**config.mk**
```make
export PLATFORM = sky130hd
export DESIGN_NAME = dual_mode_serial_frame_parser
export DESIGN_NICKNAME = d
export VERILOG_FILES = /design/src/rtl/dmsfp_pkg.sv /design/src/rtl/dmsfp_cfg.sv /design/src/rtl/dmsfp_core.sv /design/src/rtl/dual_mode_serial_frame_parser.sv
export SDC_FILE = /design/constraint.sdc
export NUM_CORES = 1
export LEC_CHECK = 0
export ABC_AREA = 1
export BUFFER_PORTS_ARGS = -buffer_cell sky130_fd_sc_hd__buf_2
export CORE_ASPECT_RATIO = 0.9
export CORE_MARGIN = 2
export CORE_UTILIZATION = 50
export DETAILED_ROUTE_END_ITERATION = 12
export GPL_TIMING_DRIVEN = 0
export PLACE_DENSITY = 0.66
export SLEW_MARGIN = 20
export SYNTH_ARGS = -nofsm -noshare
export SYNTH_HDL_FRONTEND = slang
export SYNTH_SLANG_ARGS = --single-unit
```
**constraint.sdc**
```tcl
create_clock -name clk_i -period 8.89 [get_ports clk_i]
set_input_delay 0.4445 -clock clk_i [delete_from_list [all_inputs] [get_ports clk_i]]
set_output_delay 0.4445 -clock clk_i [all_outputs]
set_load 0.01 [all_outputs]
```
**src/rtl/dmsfp_pkg.sv**
```systemverilog
// types and constants shared by the dual-mode serial frame parser
// no dependencies
`default_nettype none

package dmsfp_pkg;

  // sync bytes
  localparam logic [7:0] SYNC_A = 8'h55;
  localparam logic [7:0] SYNC_B = 8'hAA;

  // crc-16-ccitt
  localparam logic [15:0] CRC_POLY = 16'h1021;

  // register reset values
  localparam logic [9:0] MAX_LEN_SUM_RST = 10'd500;
  localparam logic [9:0] MAX_LEN_CRC_RST = 10'd16;

  typedef enum logic [2:0] {
    EV_HUNT    = 3'd0,
    EV_HEADER  = 3'd1,
    EV_PAYLOAD = 3'd2,
    EV_GOOD    = 3'd3,
    EV_ABORT   = 3'd4
  } event_e;

  typedef enum logic [1:0] {
    CAUSE_NONE     = 2'd0,
    CAUSE_BAD_SYNC = 2'd1,
    CAUSE_TOO_LONG = 2'd2,
    CAUSE_CHECK    = 2'd3
  } cause_e;

  typedef enum logic [1:0] {
    CFG_CRC_MODE    = 2'd0,
    CFG_MAX_LEN_SUM = 2'd1,
    CFG_MAX_LEN_CRC = 2'd2
  } cfg_idx_e;

  typedef struct packed {
    logic       crc_mode;
    logic [9:0] max_len_sum;
    logic [9:0] max_len_crc;
    logic       mode_clr;
  } cfg_t;

  typedef struct packed {
    event_e      event_res;
    cause_e      abort_cause;
    logic [7:0]  data_byte;
    logic [8:0]  payload_index;
    logic [15:0] frame_command;
    logic [9:0]  frame_length;
  } res_t;

endpackage

`default_nettype wire

```
**src/rtl/dmsfp_cfg.sv**
```systemverilog
// configuration registers of the frame parser
// depends on dmsfp_pkg
`default_nettype none

module dmsfp_cfg
  import dmsfp_pkg::*;
(
  input  wire logic       clk_i,
  input  wire logic       rst_ni,
  input  wire logic       cfg_valid_i,
  output logic            cfg_ready_o,
  input  wire logic [1:0] cfg_index_i,
  input  wire logic [9:0] cfg_data_i,
  output cfg_t            cfg_o
);

  logic       crc_mode_q, crc_mode_d;
  logic [9:0] max_len_sum_q, max_len_sum_d;
  logic [9:0] max_len_crc_q, max_len_crc_d;
  logic       mode_clr;

  assign cfg_ready_o = 1'b1;

  always_comb begin
    crc_mode_d    = crc_mode_q;
    max_len_sum_d = max_len_sum_q;
    max_len_crc_d = max_len_crc_q;
    mode_clr      = 1'b0;
    if (cfg_valid_i) begin
      case (cfg_index_i)
        CFG_CRC_MODE: begin
          crc_mode_d = cfg_data_i[0];
          mode_clr   = cfg_data_i[0] != crc_mode_q;
        end
        CFG_MAX_LEN_SUM: max_len_sum_d = cfg_data_i;
        CFG_MAX_LEN_CRC: max_len_crc_d = cfg_data_i;
        default: ;
      endcase
    end
  end

  always_ff @(posedge clk_i or negedge rst_ni) begin
    if (!rst_ni) begin
      crc_mode_q    <= 1'b0;
      max_len_sum_q <= MAX_LEN_SUM_RST;
      max_len_crc_q <= MAX_LEN_CRC_RST;
    end else begin
      crc_mode_q    <= crc_mode_d;
      max_len_sum_q <= max_len_sum_d;
      max_len_crc_q <= max_len_crc_d;
    end
  end

  assign cfg_o.crc_mode    = crc_mode_q;
  assign cfg_o.max_len_sum = max_len_sum_q;
  assign cfg_o.max_len_crc = max_len_crc_q;
  assign cfg_o.mode_clr    = mode_clr;

endmodule

`default_nettype wire

```
**src/rtl/dmsfp_core.sv**
```systemverilog
// frame state and per-word parse logic of the frame parser
// depends on dmsfp_pkg
`default_nettype none

module dmsfp_core
  import dmsfp_pkg::*;
#(
  parameter int unsigned MAX_PAYLOAD = 512
) (
  input  wire logic       clk_i,
  input  wire logic       rst_ni,
  input  wire logic       step_i,
  input  wire logic [7:0] rx_byte_i,
  input  wire cfg_t       cfg_i,
  output res_t            res_o
);

  // limit registers are 10 bits wide, so the usable limit never exceeds 1023
  localparam int unsigned LimMax = (MAX_PAYLOAD > 1023) ? 1023 : MAX_PAYLOAD;
  localparam int unsigned PosW   = $clog2(LimMax + 7);
  localparam logic [9:0]  LimCap = 10'(LimMax);

  function automatic logic [15:0] crc_byte(logic [15:0] crc, logic [7:0] b);
    logic [15:0] c;
    c = crc ^ {b, 8'h00};
    for (int k = 0; k < 8; k++) begin
      c = c[15] ? ({c[14:0], 1'b0} ^ CRC_POLY) : {c[14:0], 1'b0};
    end
    return c;
  endfunction

  logic [PosW-1:0] pos_q, pos_d;
  logic [15:0]     len_q, len_d;
  logic [15:0]     cmd_q, cmd_d;
  logic [7:0]      sum_q, sum_d;
  logic [15:0]     crc_q, crc_d;
  logic [7:0]      crc_lo_q, crc_lo_d;

  logic [7:0]      b;
  logic [9:0]      lim_reg;
  logic [9:0]      limit;
  logic [15:0]     len_new;
  logic [9:0]      len_sat;
  logic [PosW-1:0] len_pos;
  logic [7:0]      sum_nxt;
  logic [15:0]     crc_nxt;
  logic            clr;

  assign b       = rx_byte_i;
  assign lim_reg = cfg_i.crc_mode ? cfg_i.max_len_crc : cfg_i.max_len_sum;
  assign limit   = (lim_reg > LimCap) ? LimCap : lim_reg;
  assign len_new = cfg_i.crc_mode ? {b, len_q[7:0]} : {len_q[15:8], b};
  assign len_sat = (|len_new[15:10]) ? 10'h3FF : len_new[9:0];
  assign len_pos = len_q[PosW-1:0];
  assign sum_nxt = sum_q + b;
  assign crc_nxt = crc_byte(crc_q, b);

  always_comb begin
    pos_d    = pos_q;
    len_d    = len_q;
    cmd_d    = cmd_q;
    sum_d    = sum_q;
    crc_d    = crc_q;
    crc_lo_d = crc_lo_q;
    clr      = 1'b0;

    res_o.event_res     = EV_HUNT;
    res_o.abort_cause   = CAUSE_NONE;
    res_o.data_byte     = 8'h00;
    res_o.payload_index = 9'd0;
    res_o.frame_command = 16'h0000;
    res_o.frame_length  = 10'd0;

    if (!cfg_i.crc_mode) begin
      // sum mode: 55 AA len_hi len_lo cmd_hi cmd_lo payload sum
      if (pos_q == PosW'(0)) begin
        if (b == SYNC_A) begin
          res_o.event_res = EV_HEADER;
          sum_d = b;
          pos_d = PosW'(1);
        end else begin
          clr = 1'b1;
        end
      end else if (pos_q == PosW'(1)) begin
        if (b == SYNC_B) begin
          res_o.event_res = EV_HEADER;
          sum_d = sum_nxt;
          pos_d = PosW'(2);
        end else begin
          res_o.event_res   = EV_ABORT;
          res_o.abort_cause = CAUSE_BAD_SYNC;
          clr = 1'b1;
        end
      end else if (pos_q == PosW'(2)) begin
        len_d = {b, 8'h00};
        res_o.event_res = EV_HEADER;
        sum_d = sum_nxt;
        pos_d = PosW'(3);
      end else if (pos_q == PosW'(3)) begin
        len_d = len_new;
        res_o.frame_length = len_sat;
        if (len_new > {6'd0, limit}) begin
          res_o.event_res   = EV_ABORT;
          res_o.abort_cause = CAUSE_TOO_LONG;
          clr = 1'b1;
        end else begin
          res_o.event_res = EV_HEADER;
          sum_d = sum_nxt;
          pos_d = PosW'(4);
        end
      end else if (pos_q == PosW'(4)) begin
        cmd_d = {b, 8'h00};
        res_o.frame_length = len_q[9:0];
        res_o.event_res = EV_HEADER;
        sum_d = sum_nxt;
        pos_d = PosW'(5);
      end else if (pos_q == PosW'(5)) begin
        cmd_d = {cmd_q[15:8], b};
        res_o.frame_length  = len_q[9:0];
        res_o.frame_command = {cmd_q[15:8], b};
        res_o.event_res = EV_HEADER;
        sum_d = sum_nxt;
        pos_d = PosW'(6);
      end else if (pos_q < len_pos + PosW'(6)) begin
        res_o.frame_length  = len_q[9:0];
        res_o.frame_command = cmd_q;
        res_o.event_res     = EV_PAYLOAD;
        res_o.data_byte     = b;
        res_o.payload_index = 9'(pos_q - PosW'(6));
        sum_d = sum_nxt;
        pos_d = pos_q + PosW'(1);
      end else begin
        res_o.frame_length  = len_q[9:0];
        res_o.frame_command = cmd_q;
        if (b == sum_q) begin
          res_o.event_res = EV_GOOD;
        end else begin
          res_o.event_res   = EV_ABORT;
          res_o.abort_cause = CAUSE_CHECK;
        end
        clr = 1'b1;
      end
    end else begin
      // crc mode: AA 55 len_lo len_hi payload crc_lo crc_hi
      if (pos_q == PosW'(0)) begin
        if (b == SYNC_B) begin
          res_o.event_res = EV_HEADER;
          crc_d = crc_byte(16'h0000, b);
          pos_d = PosW'(1);
        end else begin
          clr = 1'b1;
        end
      end else if (pos_q == PosW'(1)) begin
        if (b == SYNC_A) begin
          res_o.event_res = EV_HEADER;
          crc_d = crc_nxt;
          pos_d = PosW'(2);
        end else begin
          res_o.event_res   = EV_ABORT;
          res_o.abort_cause = CAUSE_BAD_SYNC;
          clr = 1'b1;
        end
      end else if (pos_q == PosW'(2)) begin
        len_d = {8'h00, b};
        res_o.event_res = EV_HEADER;
        crc_d = crc_nxt;
        pos_d = PosW'(3);
      end else if (pos_q == PosW'(3)) begin
        len_d = len_new;
        res_o.frame_length = len_sat;
        if (len_new > {6'd0, limit}) begin
          res_o.event_res   = EV_ABORT;
          res_o.abort_cause = CAUSE_TOO_LONG;
          clr = 1'b1;
        end else begin
          res_o.event_res = EV_HEADER;
          crc_d = crc_nxt;
          pos_d = PosW'(4);
        end
      end else if (pos_q < len_pos + PosW'(4)) begin
        res_o.frame_length  = len_q[9:0];
        res_o.event_res     = EV_PAYLOAD;
        res_o.data_byte     = b;
        res_o.payload_index = 9'(pos_q - PosW'(4));
        crc_d = crc_nxt;
        pos_d = pos_q + PosW'(1);
      end else if (pos_q == len_pos + PosW'(4)) begin
        res_o.frame_length = len_q[9:0];
        crc_lo_d = b;
        res_o.event_res = EV_HEADER;
        pos_d = pos_q + PosW'(1);
      end else begin
        res_o.frame_length = len_q[9:0];
        if ({b, crc_lo_q} == crc_q) begin
          res_o.event_res = EV_GOOD;
        end else begin
          res_o.event_res   = EV_ABORT;
          res_o.abort_cause = CAUSE_CHECK;
        end
        clr = 1'b1;
      end
    end

    if (clr) begin
      pos_d = '0;
      sum_d = 8'h00;
      crc_d = 16'h0000;
    end
  end

  always_ff @(posedge clk_i or negedge rst_ni) begin
    if (!rst_ni) begin
      pos_q    <= '0;
      len_q    <= 16'h0000;
      cmd_q    <= 16'h0000;
      sum_q    <= 8'h00;
      crc_q    <= 16'h0000;
      crc_lo_q <= 8'h00;
    end else if (cfg_i.mode_clr) begin
      pos_q <= '0;
      sum_q <= 8'h00;
      crc_q <= 16'h0000;
    end else if (step_i) begin
      pos_q    <= pos_d;
      len_q    <= len_d;
      cmd_q    <= cmd_d;
      sum_q    <= sum_d;
      crc_q    <= crc_d;
      crc_lo_q <= crc_lo_d;
    end
  end

endmodule

`default_nettype wire

```
**src/rtl/dual_mode_serial_frame_parser.sv**
```systemverilog
// top level of the dual-mode serial frame parser: input and result registers
// depends on dmsfp_pkg, dmsfp_cfg, dmsfp_core
`default_nettype none

// usage
//   input channel: one received serial byte per word (in_valid_i / in_ready_o)
//   result channel: one event word per input word (out_valid_o / out_ready_i),
//     carrying event code, abort cause, payload byte and index, command, length
//   config channel: cfg_index_i selects crc_mode (0), max_len_sum (1) or
//     max_len_crc (2); other indexes are dropped; always ready
// path: a word taken sits in the input register; the parse logic runs
//   between the input and result registers, and its event is shown on the
//   result port once the result register takes it, which a stall can delay
// throughput: one word per cycle unless the result port stalls; the bound is
//   the parse step (position decode plus eight-step crc update of one byte)
// stall: while the result register is full and not taken, the input register
//   holds its word and in_ready_o stays high only while that register is free
// reset: parser hunts for the first sync byte with cleared sums, crc_mode 0,
//   max_len_sum 500, max_len_crc 16; both data registers come up empty
// a crc_mode write with a new value drops any frame in progress

module dual_mode_serial_frame_parser
  import dmsfp_pkg::*;
#(
  parameter int unsigned MAX_PAYLOAD = 512
) (
  input  wire logic        clk_i,
  input  wire logic        rst_ni,
  // received bytes
  input  wire logic        in_valid_i,
  output logic             in_ready_o,
  input  wire logic [7:0]  rx_byte_i,
  // events
  output logic             out_valid_o,
  input  wire logic        out_ready_i,
  output logic [2:0]       event_res_o,
  output logic [1:0]       abort_cause_o,
  output logic [7:0]       data_byte_o,
  output logic [8:0]       payload_index_o,
  output logic [15:0]      frame_command_o,
  output logic [9:0]       frame_length_o,
  // register writes
  input  wire logic        cfg_valid_i,
  output logic             cfg_ready_o,
  input  wire logic [1:0]  cfg_index_i,
  input  wire logic [9:0]  cfg_data_i
);

  cfg_t       cfg;
  res_t       res;

  logic       in_valid_q, in_valid_d;
  logic [7:0] in_byte_q;
  logic       out_valid_q, out_valid_d;
  res_t       out_res_q;
  logic       step;
  logic       in_take;

  dmsfp_cfg u_cfg (
    .clk_i       (clk_i),
    .rst_ni      (rst_ni),
    .cfg_valid_i (cfg_valid_i),
    .cfg_ready_o (cfg_ready_o),
    .cfg_index_i (cfg_index_i),
    .cfg_data_i  (cfg_data_i),
    .cfg_o       (cfg)
  );

  dmsfp_core #(
    .MAX_PAYLOAD (MAX_PAYLOAD)
  ) u_core (
    .clk_i     (clk_i),
    .rst_ni    (rst_ni),
    .step_i    (step),
    .rx_byte_i (in_byte_q),
    .cfg_i     (cfg),
    .res_o     (res)
  );

  // a word moves from the input register to the result register when the
  // result register is empty or being drained in this cycle
  assign step       = in_valid_q && (!out_valid_q || out_ready_i);
  assign in_ready_o = !in_valid_q || step;
  assign in_take    = in_valid_i && in_ready_o;

  always_comb begin
    in_valid_d  = in_valid_q;
    out_valid_d = out_valid_q;
    if (step) begin
      in_valid_d = 1'b0;
    end
    if (in_take) begin
      in_valid_d = 1'b1;
    end
    if (out_valid_q && out_ready_i) begin
      out_valid_d = 1'b0;
    end
    if (step) begin
      out_valid_d = 1'b1;
    end
  end

  always_ff @(posedge clk_i or negedge rst_ni) begin
    if (!rst_ni) begin
      in_valid_q  <= 1'b0;
      out_valid_q <= 1'b0;
    end else begin
      in_valid_q  <= in_valid_d;
      out_valid_q <= out_valid_d;
    end
  end

  // data registers, no reset needed
  always_ff @(posedge clk_i) begin
    if (in_take) begin
      in_byte_q <= rx_byte_i;
    end
    if (step) begin
      out_res_q <= res;
    end
  end

  assign out_valid_o     = out_valid_q;
  assign event_res_o     = out_res_q.event_res;
  assign abort_cause_o   = out_res_q.abort_cause;
  assign data_byte_o     = out_res_q.data_byte;
  assign payload_index_o = out_res_q.payload_index;
  assign frame_command_o = out_res_q.frame_command;
  assign frame_length_o  = out_res_q.frame_length;

endmodule

`default_nettype wire
```
Word-level counts from Yosys, hierarchy flattened

Index checks and enable logic that the tools add are counted.

Register bits: 153
Word-level logic and storage cells: 271

Add/subtract/negate cells: 6
Order comparisons: 4
Equality and inequality tests: 24
Muxes and demuxes: 165
Bitwise gates (word level): 24
Reduce and logical (&&, ||, !) cells: 29

Operators with widths:

| cell                  | number |
|---|---|
| $mux 16               | 22 |
| $mux 10               | 32 |
| $mux 35               | 6 |
| $mux 13               | 16 |
| $mux 26               | 6 |
| $mux 8                | 15 |
| $mux 45               | 2 |
| $mux 17               | 4 |
| $mux 19               | 3 |
| $not 3->3             | 16 |
| $mux 43               | 1 |
| $mux 3                | 14 |
| $mux 5                | 8 |
| $mux 33               | 1 |
| $mux 1                | 27 |
| $mux 22               | 1 |
| $add 10x3->10 const B | 2 |
| $eq 10x2->1 const B   | 2 |
| $eq 10x3->1 const B   | 2 |
| $lt 10x10->1          | 2 |
| $mux 18               | 1 |
| $sub 9x3->9 const B   | 2 |
| $eq 16x16->1          | 1 |
| $gt 16x10->1          | 1 |
| other kinds (41)      | 65 |

Longest topological paths before layout

Gate-level depths: netlist of the first run.

Depth after elaboration: 26
Mapped depth: 31
Gate-level depth less buffers: 27

Cells and area by module

Synthesis of the first run repeated with hierarchy kept, for this count alone.

Cells, all modules: 1224
Area, all modules: 9798.1 um^2

Modules (own cells, without submodules):

| module                        | instances | cells each | area an instance (um^2) | seq. area each (um^2) |
|---|---|---|---|---|
| dmsfp_core                    | 1         | 1049       | 7045.5                  | 1851.8 |
| dual_mode_serial_frame_parser | 1         | 68         | 1776.7                  | 1731.7 |
| dmsfp_cfg                     | 1         | 107        | 975.9                   | 534.3 |

Worst setup path before layout of the first run

Ideal clock, no wire load.

Path type: register to register
Start: register u_cfg.crc_mode_q
End: register u_core.pos_q[2]
Setup time: 66 ps
Arrival time: 3184 ps
Data required time: 8824 ps
Setup slack: 5641 ps
Stages on the path, launching flop included: 27
Buffers on the path: 5
Period minus slack after synthesis: 3249 ps
Cells stage by stage: dfrtp_1 -> buf_6 -> buf_6 -> clkbuf_1 -> nand2_1 -> nand2_1 -> nor3_1 -> a31oi_1 -> or2_2 -> ha_1 -> nand2_1 -> nor2_1 -> and3_1 -> nand3_1 -> nand2_2 -> nand2_2 -> nand2_1 -> nand2_1 -> nand2_1 -> nand2_1 -> nand2_2 -> buf_8 -> nand2_8 -> buf_6 -> nor2_2 -> nand3_1 -> nand2_1

Longest elaborated chain between the ends: 13
Elaborated cells between the ends (all ways): 39
Those cells by class: order compare: 2; eq/ne: 6; mux: 28; reduce/logical: 3

RTL lines:

| what                                                  | line              | RTL |
|---|---|---|
| from (decl)                                           | dmsfp_cfg.sv:17   | `logic crc_mode_q, crc_mode_d;` |
| from (signal assigned)                                | dmsfp_cfg.sv:48   | `crc_mode_q <= crc_mode_d;` |
| branches (longest 13 deep; another with $gt 16x10->1) | --                |  |
| to (signal assigned)                                  | dmsfp_core.sv:224 | `pos_q <= pos_d;` |
| to (decl)                                             | dmsfp_core.sv:32  | `logic [PosW-1:0] pos_q, pos_d;` |

Parallel ways; which one is timed is not known. The select of a mux whose other input is x is not followed.
A chain may end at the register's enable or synchronous reset.

Final worst setup path of the first run

Ends and elaborated chain as after synthesis.

==> summary.md, run 1 <==
| Metric | Value |
|---|---|
| Ys async rst share | 63.4% |
| Fillers | 1811 |
| Worst path slowest cell | clkbuf_1 |
| CTS tree | built |
| DR pass1 iterations | 5 |
| Synth Register Bits | 153 |
| Worst Tran Pin Value | about 970 ps |
| CP max FO | 10 |
| CP most frequent cell | nand2_1 |
| WHS | 180 ps |
| Drc violations | 0 |
| 1st-iter DRT viols | around 850 |
| MaxCap Viol Count | 0 |
| Antenna viol nets, final | 0 |
| H-tree Lvls | 4 |
| Fin. max-slew vios | 0 |
| Crit Path Class | flop to flop |
| Avg Cell Area, Syn | 8.04 um^2 |
| Outcome | completed |
| Syn nets | 1295 |
| Vias | around 9000 |
| Post-Synthesis Cells | roughly 1200 |
| PwrDens | between 300 and 400 nW/um^2 |
| DRT Wirelength | 28.6 mm |
| Number of I/O pins | 76 |
| Unique masters post-synth | 56 |
| Total track usage | 28.7% |
| Full die area | 20800 um^2 |
| First-pass GRT wire length | approximately 45 mm |
| Req. time, crit path | between 9000 and 10000 ps |
| Ant. Diodes | 0 |
| Setup TNS | 0 ps |
| Final setup viols | 0 |
| Die Height | about 140 um |
| Hold depth | 1 |
| Placer Congestion | 0.973 |
| YS warnings | 0 |
| Post-CTS setup buffer count | 0 |
| Final design utilization | 58.1% |
| Number of buffers created by CTS | 17 |
| CP Launch Type | flop |
| CP Capture Type | flop |
| IO Port Bufs | 74 |
| RSZ-0062 raised after global routing | false |
| Post-DP HPWL | 21.1 mm |
| Post-synth top flop | dfrtp_1 |
| Worst hold path class | primary input to flop |
| Peak Freq | 244 MHz |
| Lkg Pwr | 5.27 nW |
| Post-synth EDFFs | 56 |
| Initial Util | 51.1% |
| Crit path time final | 4100 ps |
| Layout Nets | 1391 |
| Area of the mapped netlist | 9810 um^2 |
| Largest net degree at the start of global routing | 60 |
| Core area | 19200 um^2 |
| Skew-Pair Late Insertion Delay | 450 ps |
| Synth top area cells | dfrtp_1 23%, edfxtp_1 17%, nand2_1 12% |
| Die width | between 150 and 200 um |
| Register area share after synthesis | 42.0% |
| Initial antenna violation count | 0 |
| Fin crit share | 46.2% |
| Post-CTS resize count | 0 |
| Most frequent cells in the layout | 316 x nand2_1, 101 x o21ai_0, 99 x inv_1, 90 x dfrtp_1, 85 x buf_2 |
| Via density | 5.64 |
| Clock sinks | about 150 |
| Clk root buf | clkbuf_16 |
| GRT overflow | 0 |
| Peak VDD IR | 0.000159 V |
| Worst Skew | approximately 20 ps |
| FF-to-FF path depth | 31 |
| Final Hold Fails | 0 |
| Top cell type by total area after synthesis | dfrtp_1 |
| Layout cells sized above 1 | approximately 15% |
| Top cell type's share of synthesized area | 22.9% |
| Clock buffer depth | 2 |
| Area growth from synthesis to layout | 13.8% |
| Worst stage delay on the critical path | 550 ps |
| Commonest non-fill, non-tap cell in the layout | nand2_1 |
| Worst path arrival time | 4490 ps |
| Slew HR | 34.5% |
| Post-DR wirelength/cell | 18.1 um |
| Vias in the first global route | around 8400 |
| Rows | 48 |
| Clock slew at reported path FFs | 70 ps |
per-layer routing:
layer | global-route usage (%) | vias up | share of wire, % | wire [um]
li1 | - | 4294 | - | -
met1 | 41.3 | 4177 | 45 | 13000
met2 | 43.4 | 384 | 44 | 12700
met3 | 6.17 | 50 | 8.0 | 2280
met4 | 8.69 | 0 | 2.4 | 678
met5 | 0 | - | 0 | 0
area by class of cell:
class / count / area [um^2] / share of cell area [%]
Tap cell: 250 / 313 / 2.80
Sequential cell: 153 / 4120 / 36.9
Clock buffer: 22 / 508 / 4.55
Buffer: 52 / 285 / 2.55
Multi-Input combinational cell: 899 / 4970 / 44.5
Inverter: 117 / 442 / 3.95
Clock inverter: 10 / 100 / 0.896
Timing Repair Buffer: 77 / 434 / 3.89
final timing paths:
check,startpoint,endpoint,slack (ps)
setup / recovery,u_cfg.crc_mode_q,u_core.pos_q[2],4790
hold / removal,rx_byte_i[1],in_byte_q[1],180
setup reg to reg,u_cfg.crc_mode_q,u_core.pos_q[2],4790
hold reg to reg,u_core.cmd_q[3],u_core.cmd_q[3],490
max in group asynchronous,rst_ni,u_cfg.max_len_sum_q[8],7720
min in group asynchronous,rst_ni,u_core.pos_q[6],470
synth_stat cells, drive strengths merged, types with 2 or more instances:
cell type and n:
nor3 15, a31oi 5, a21o 3, dfstp 7, a21oi 66, or2 6
o22ai 5, nand2 329, buf 27, o311ai 2, dfrtp 90, inv 115
clkbuf 25, edfxtp 56, a221oi 9, nand4 42, nor4 11, o2111ai 2
clkinv 2, mux2i 4, xor2 33, o211ai 5, ha 48, xnor2 24
nand3 49, and3 2, nor2 100, and2 2, o21ai 128
what timing repair did:
action                                 in CTS  in global routing
endpoints found under the hold margin      38                  0
hold buffers                                1                  0
setup endpoints to repair                   0                  0
flip-flops by register name, indices dropped and copies added, names as in the netlist, 2 cells and up:
signal	flops
frame_command_o	16
u_core.cmd_q	16
u_core.crc_q	16
u_core.len_q	16
frame_length_o	10
u_cfg.max_len_crc_q	10
u_cfg.max_len_sum_q	10
u_core.pos_q	10
payload_index_o	9
data_byte_o	8
in_byte_q	8
u_core.crc_lo_q	8
u_core.sum_q	8
event_res_o	3
abort_cause_o	2
power by group:
group | switching [mW] | total [mW] | leakage (nW) | internal, mW
sequential | 0.132 | 1.09 | 1.81 | 0.957
clock | 0.317 | 0.756 | 0.302 | 0.439
combinational | 1.12 | 1.71 | 3.16 | 0.591
total | 1.57 | 3.56 | 5.27 | 1.99
critical path: cells and delay by family (launching register included):
family / cells / cell delay (ps)
AO/OA/AOI/OAI: 1 / 230
adder cells (fa/ha/maj): 1 / 240
buffers and inverters: 6 / 1340
flip-flops: 1 / 380
AND/OR/NAND/NOR: 23 / 1860
logic make-up (layout without fill, tap and decap cells):
kind of cell | Yosys count | count (layout) | synth area share (%)
mux | 4 | 4 | 0.408
simple gates | 557 | 557 | 25.8
xor+xnor | 57 | 57 | 5.09
compound gates | 231 | 231 | 12.9
fa+ha+maj | 49 | 49 | 6.32
buf+inv | 169 | 278 | 7.41
other cells | 1 | 1 | 0.0382
flops | 153 | 153 | 42.0
through the flow:
step | instances | setup slack [ps] | power [mW] | area, um^2
final | 1580 | 4790 | 3.56 | 11200
after CTS | 1580 | 4840 | 3.53 | 11200
after global routing | 1580 | 4410 | 3.82 | 11200
after floorplan | 1221 | 5640 | 2.31 | 9810
after detailed placement | 1547 | 4860 | 2.78 | 10600
after global placement | 1545 | 4900 | 2.75 | 10500
Power figures use the tool's default switching activity.
==> inputs of run 2 (changes only) <==
--- a/config.mk
+++ b/config.mk
@@ -5,7 +5,7 @@
 export SDC_FILE = /design/constraint.sdc
 export NUM_CORES = 1
 export LEC_CHECK = 0
-export ABC_AREA = 1
+export ABC_AREA = 0
 export BUFFER_PORTS_ARGS = -buffer_cell sky130_fd_sc_hd__buf_2
 export CORE_ASPECT_RATIO = 0.9
 export CORE_MARGIN = 2
==> constraint.sdc (replaced) <==
create_clock -name clk_i -period 4.1 [get_ports clk_i]
set_input_delay 0.205 -clock clk_i [delete_from_list [all_inputs] [get_ports clk_i]]
set_output_delay 0.205 -clock clk_i [all_outputs]
set_load 0.01 [all_outputs]
==> run 2 against run 1 <==
Effect of this change: clock skew down 9.3 ps; worst setup slack worse by 4700 ps; via count down 13%; largest power group unchanged.
==> summary.md, run 2 <==
| Metric | Value |
|---|---|
| Via density | 5.92 |
| Finished Layout Cells | 1312 |
| Worst path arrival time | 4360 ps |
| DR pass1 iterations | 5 |
| Worst hold path class | primary input to flop |
| Layout Nets | 1128 |
| WHS | around 16 ps |
| Clock buffer depth | 2 |
| Most frequent cells after synthesis | 126 x nand2_1, 90 x dfrtp_1, 56 x edfxtp_1, 54 x mux2_2 |
| Hold Crit Start | cfg_data_i[2] |
| Full die area | 19900 um^2 |
| CP cell instances | buf_8 -> inv_2 -> or4_4 -> o41ai_4 -> buf_4 -> nand2_1 -> ha_1 -> a211oi_1 -> o21ai_1 -> o21bai_1 -> o22a_2 -> a311o_1 -> o41a_4 -> inv_4 -> nor2_4 -> buf_6 -> a22o_1 |
| Post-synth top flop | dfrtp_1 |
| Final setup viols | 0 |
| Crit Path Class | flop to flop |
| Peak VDD IR | 0.000373 V |
| Fin crit share | 98.8% |
| Number of I/O pins | 76 |
| CTS tree | built |
| Antenna viol nets, final | 0 |
| YS warnings | 0 |
| Rows | 47 |
| Post-DP HPWL | 17.6 mm |
| Avg Cell Area, Syn | 10.0 um^2 |
| Req. time, crit path | approximately 4400 ps |
| Most frequent cells in the layout | 125 x nand2_1, 86 x dfrtp_1, 78 x buf_2, 56 x edfxtp_1, 54 x mux2_2 |
| Unique masters post-synth | between 70 and 80 |
| Final Hold Fails | 0 |
| Fin. max-slew vios | 0 |
| Area of the mapped netlist | 9400 um^2 |
| Worst path slowest cell | or4_4 |
| CP Launch Type | flop |
| Placed cell count | 1257 |
| Top cell type's share of synthesized area | 24.0% |
| Die Height | 134 um |
| Core area | about 18000 um^2 |
| Hold depth | 2 |
| Slew HR | a little over a third |
| Vias in the first global route | a little over 7000 |
| Worst Skew | 10.6 ps |
| RR Startpoint | u_cfg.crc_mode_q |
| Post-DR wirelength/cell | 19.4 um |
| 1st-iter DRT viols | between 800 and 900 |
| GRT overflow | 0 |
| FF-to-FF path depth | 17 |
| DRT Wirelength | 25.4 mm |
| Largest net degree at the start of global routing | between 50 and 60 |
| Ys async rst share | between 60% and 70% |
| Post-route cell area | about 11000 um^2 |
| Register area share after synthesis | a little over two fifths |
| Worst stage delay on the critical path | 540 ps |
| Die width | 149 um |
| Worst Tran Pin Value | 974 ps |
| Post-synth EDFFs | 56 |
| Commonest non-fill, non-tap cell in the layout | nand2_1 |
| CP Capture Type | flop |
| Post-Synthesis Cells | 936 |
| Total track usage | 25.4% |
| Outcome | completed |
| First-pass GRT wire length | 39.2 mm |
| Peak Freq | 247 MHz |
| Drc violations | 0 |
| Fin worst setup slack | 50.9 ps |
| CP max FO | 10 |
| Worst R2R End | u_core.crc_q[15] |
| Area growth from synthesis to layout | 17.6% |
| Layout cells sized above 1 | 23.3% |
| PwrDens | 581 nW/um^2 |
| Worst reg2reg setup slack | 50 ps |
| DP Area | roughly 10000 um^2 |
| Number of buffers created by CTS | 17 |
| Lkg Pwr | between 4 and 5 nW |
| MaxCap Viol Count | 0 |
| Clk root buf | clkbuf_16 |
| H-tree Lvls | 4 |
| Pre-CTS WS | -895 ps |
| IO Port Bufs | between 70 and 80 |
| Hold path endpoint | u_cfg.max_len_crc_q[2] |
| Vias | 7767 |
| Setup TNS | 0 ps |
| Placer Congestion | ~0.92 |
| Syn nets | around 1000 |
| Clock slew at reported path FFs | 60 ps |
| Top cell type by total area after synthesis | dfrtp_1 |
| Crit path time final | 4050 ps |
| Ant. Diodes | 0 |
| Synth Register Bits | 153 |
| Count leader, synth | nand2_1 |
| Initial Util | 51.1% |
| Synth top area cells | dfrtp_1 24%, edfxtp_1 18%, mux2_2 6.5% |
| Skew-Pair Late Insertion Delay | 430 ps |
| Initial antenna violation count | 0 |
| Clock sinks | 153 |
## run 2: cell count changes after synthesis, sizes merged, moves of 18 or more
| cell | before | now |
|---|---|---|
| nand3 | 49 | 21 |
| inv | 115 | 23 |
| and2 | 2 | 25 |
| nand4 | 42 | 9 |
| nand2 | 329 | 126 |
| nor2 | 100 | 50 |
| o21ai | 128 | 45 |
| a21oi | 66 | 48 |
| clkbuf | 25 | 45 |
| mux2 | 0 | 54 |
## run 2: cells by family after synthesis
group / after synthesis / share of synthesized area, %
other: 1 / 0.0399
and+or+nand+nor: 303 / 16.1
xor gates and xnor gates: 74 / 6.89
buffers and inverters: 85 / 3.79
AOI/OAI and AO/OA: 210 / 15.6
adders and majority gates: 49 / 6.60
muxes: 61 / 7.21
DFF: 153 / 43.8
## run 2: worst max-delay path by stage
stage | startpoint | to | slack, ps | depth (start not counted)
global placement | u_cfg.crc_mode_q | u_core.pos_q[8] | -860 | 17
CTS | u_cfg.crc_mode_q | u_core.crc_q[15] | 30 | 17
detailed placement | u_cfg.crc_mode_q | u_core.pos_q[7] | -890 | 17
finish | u_cfg.crc_mode_q | u_core.crc_q[15] | 50 | 17
floorplan | u_cfg.crc_mode_q | u_core.crc_q[10] | 30 | 16
global route | u_cfg.crc_mode_q | u_core.crc_q[15] | -50 | 17
## run 2: final cells by class
| type | instances | area (um^2) |
|---|---|---|
| plain buffers | 59 | 288 |
| multi-input cells | 699 | 5070 |
| well taps | 245 | 307 |
| clock inverters | 15 | 119 |
| repair buffers | 100 | 629 |
| flip-flops and latches | 153 | 4120 |
| clock buffers | 17 | 425 |
| inverters | 24 | 92.6 |
| fillers | 1578 | 7350 |
## run 2: per-layer routing
layer	global-route usage, %	part of all wire, %	vias to the layer above
li1	-	-	3633
met1	37.9	45	3730
met2	38.0	45	355
met3	5.51	8.0	49
met4	5.61	2.0	0
met5	0	0	-
## run 2: repair_timing
item / CTS / global route
hold buffers: 10 / 0
cloned: 0 / 1
pin swaps: 4 / 9
buffers inserted: 4 / 10
resized for setup: 16 / 27
hold endpoints to repair: 47 / 0
setup endpoints to repair: 51 / 41
## run 2: power breakdown
group	switching [mW]	leakage, nW	internal (mW)
registers	0.224	1.78	1.94
clock network	0.692	0.264	0.785
logic	1.61	2.75	1.17
total	2.53	4.79	3.89
## run 2: per-stage QoR
| step | power, mW | utilization [%] |
|---|---|---|
| 2_1_floorplan | 4.02 | - |
| 3_3_place_gp | 4.70 | 54.9 |
| 3_5_place_dp | 4.74 | 55.1 |
| 4_1_cts | 6.26 | 59.0 |
| 5_1_grt | 6.80 | 60.1 |
| 6_report | 6.43 | 60.1 |
## run 2: critical path, delay by kind of cell (launching register included)
family,cells,cell delay (ps)
AOI/OAI and AO/OA,8,2070
and+or+nand+nor,3,660
DFF,1,390
buffers and inverters,5,620
adders and majority gates,1,190
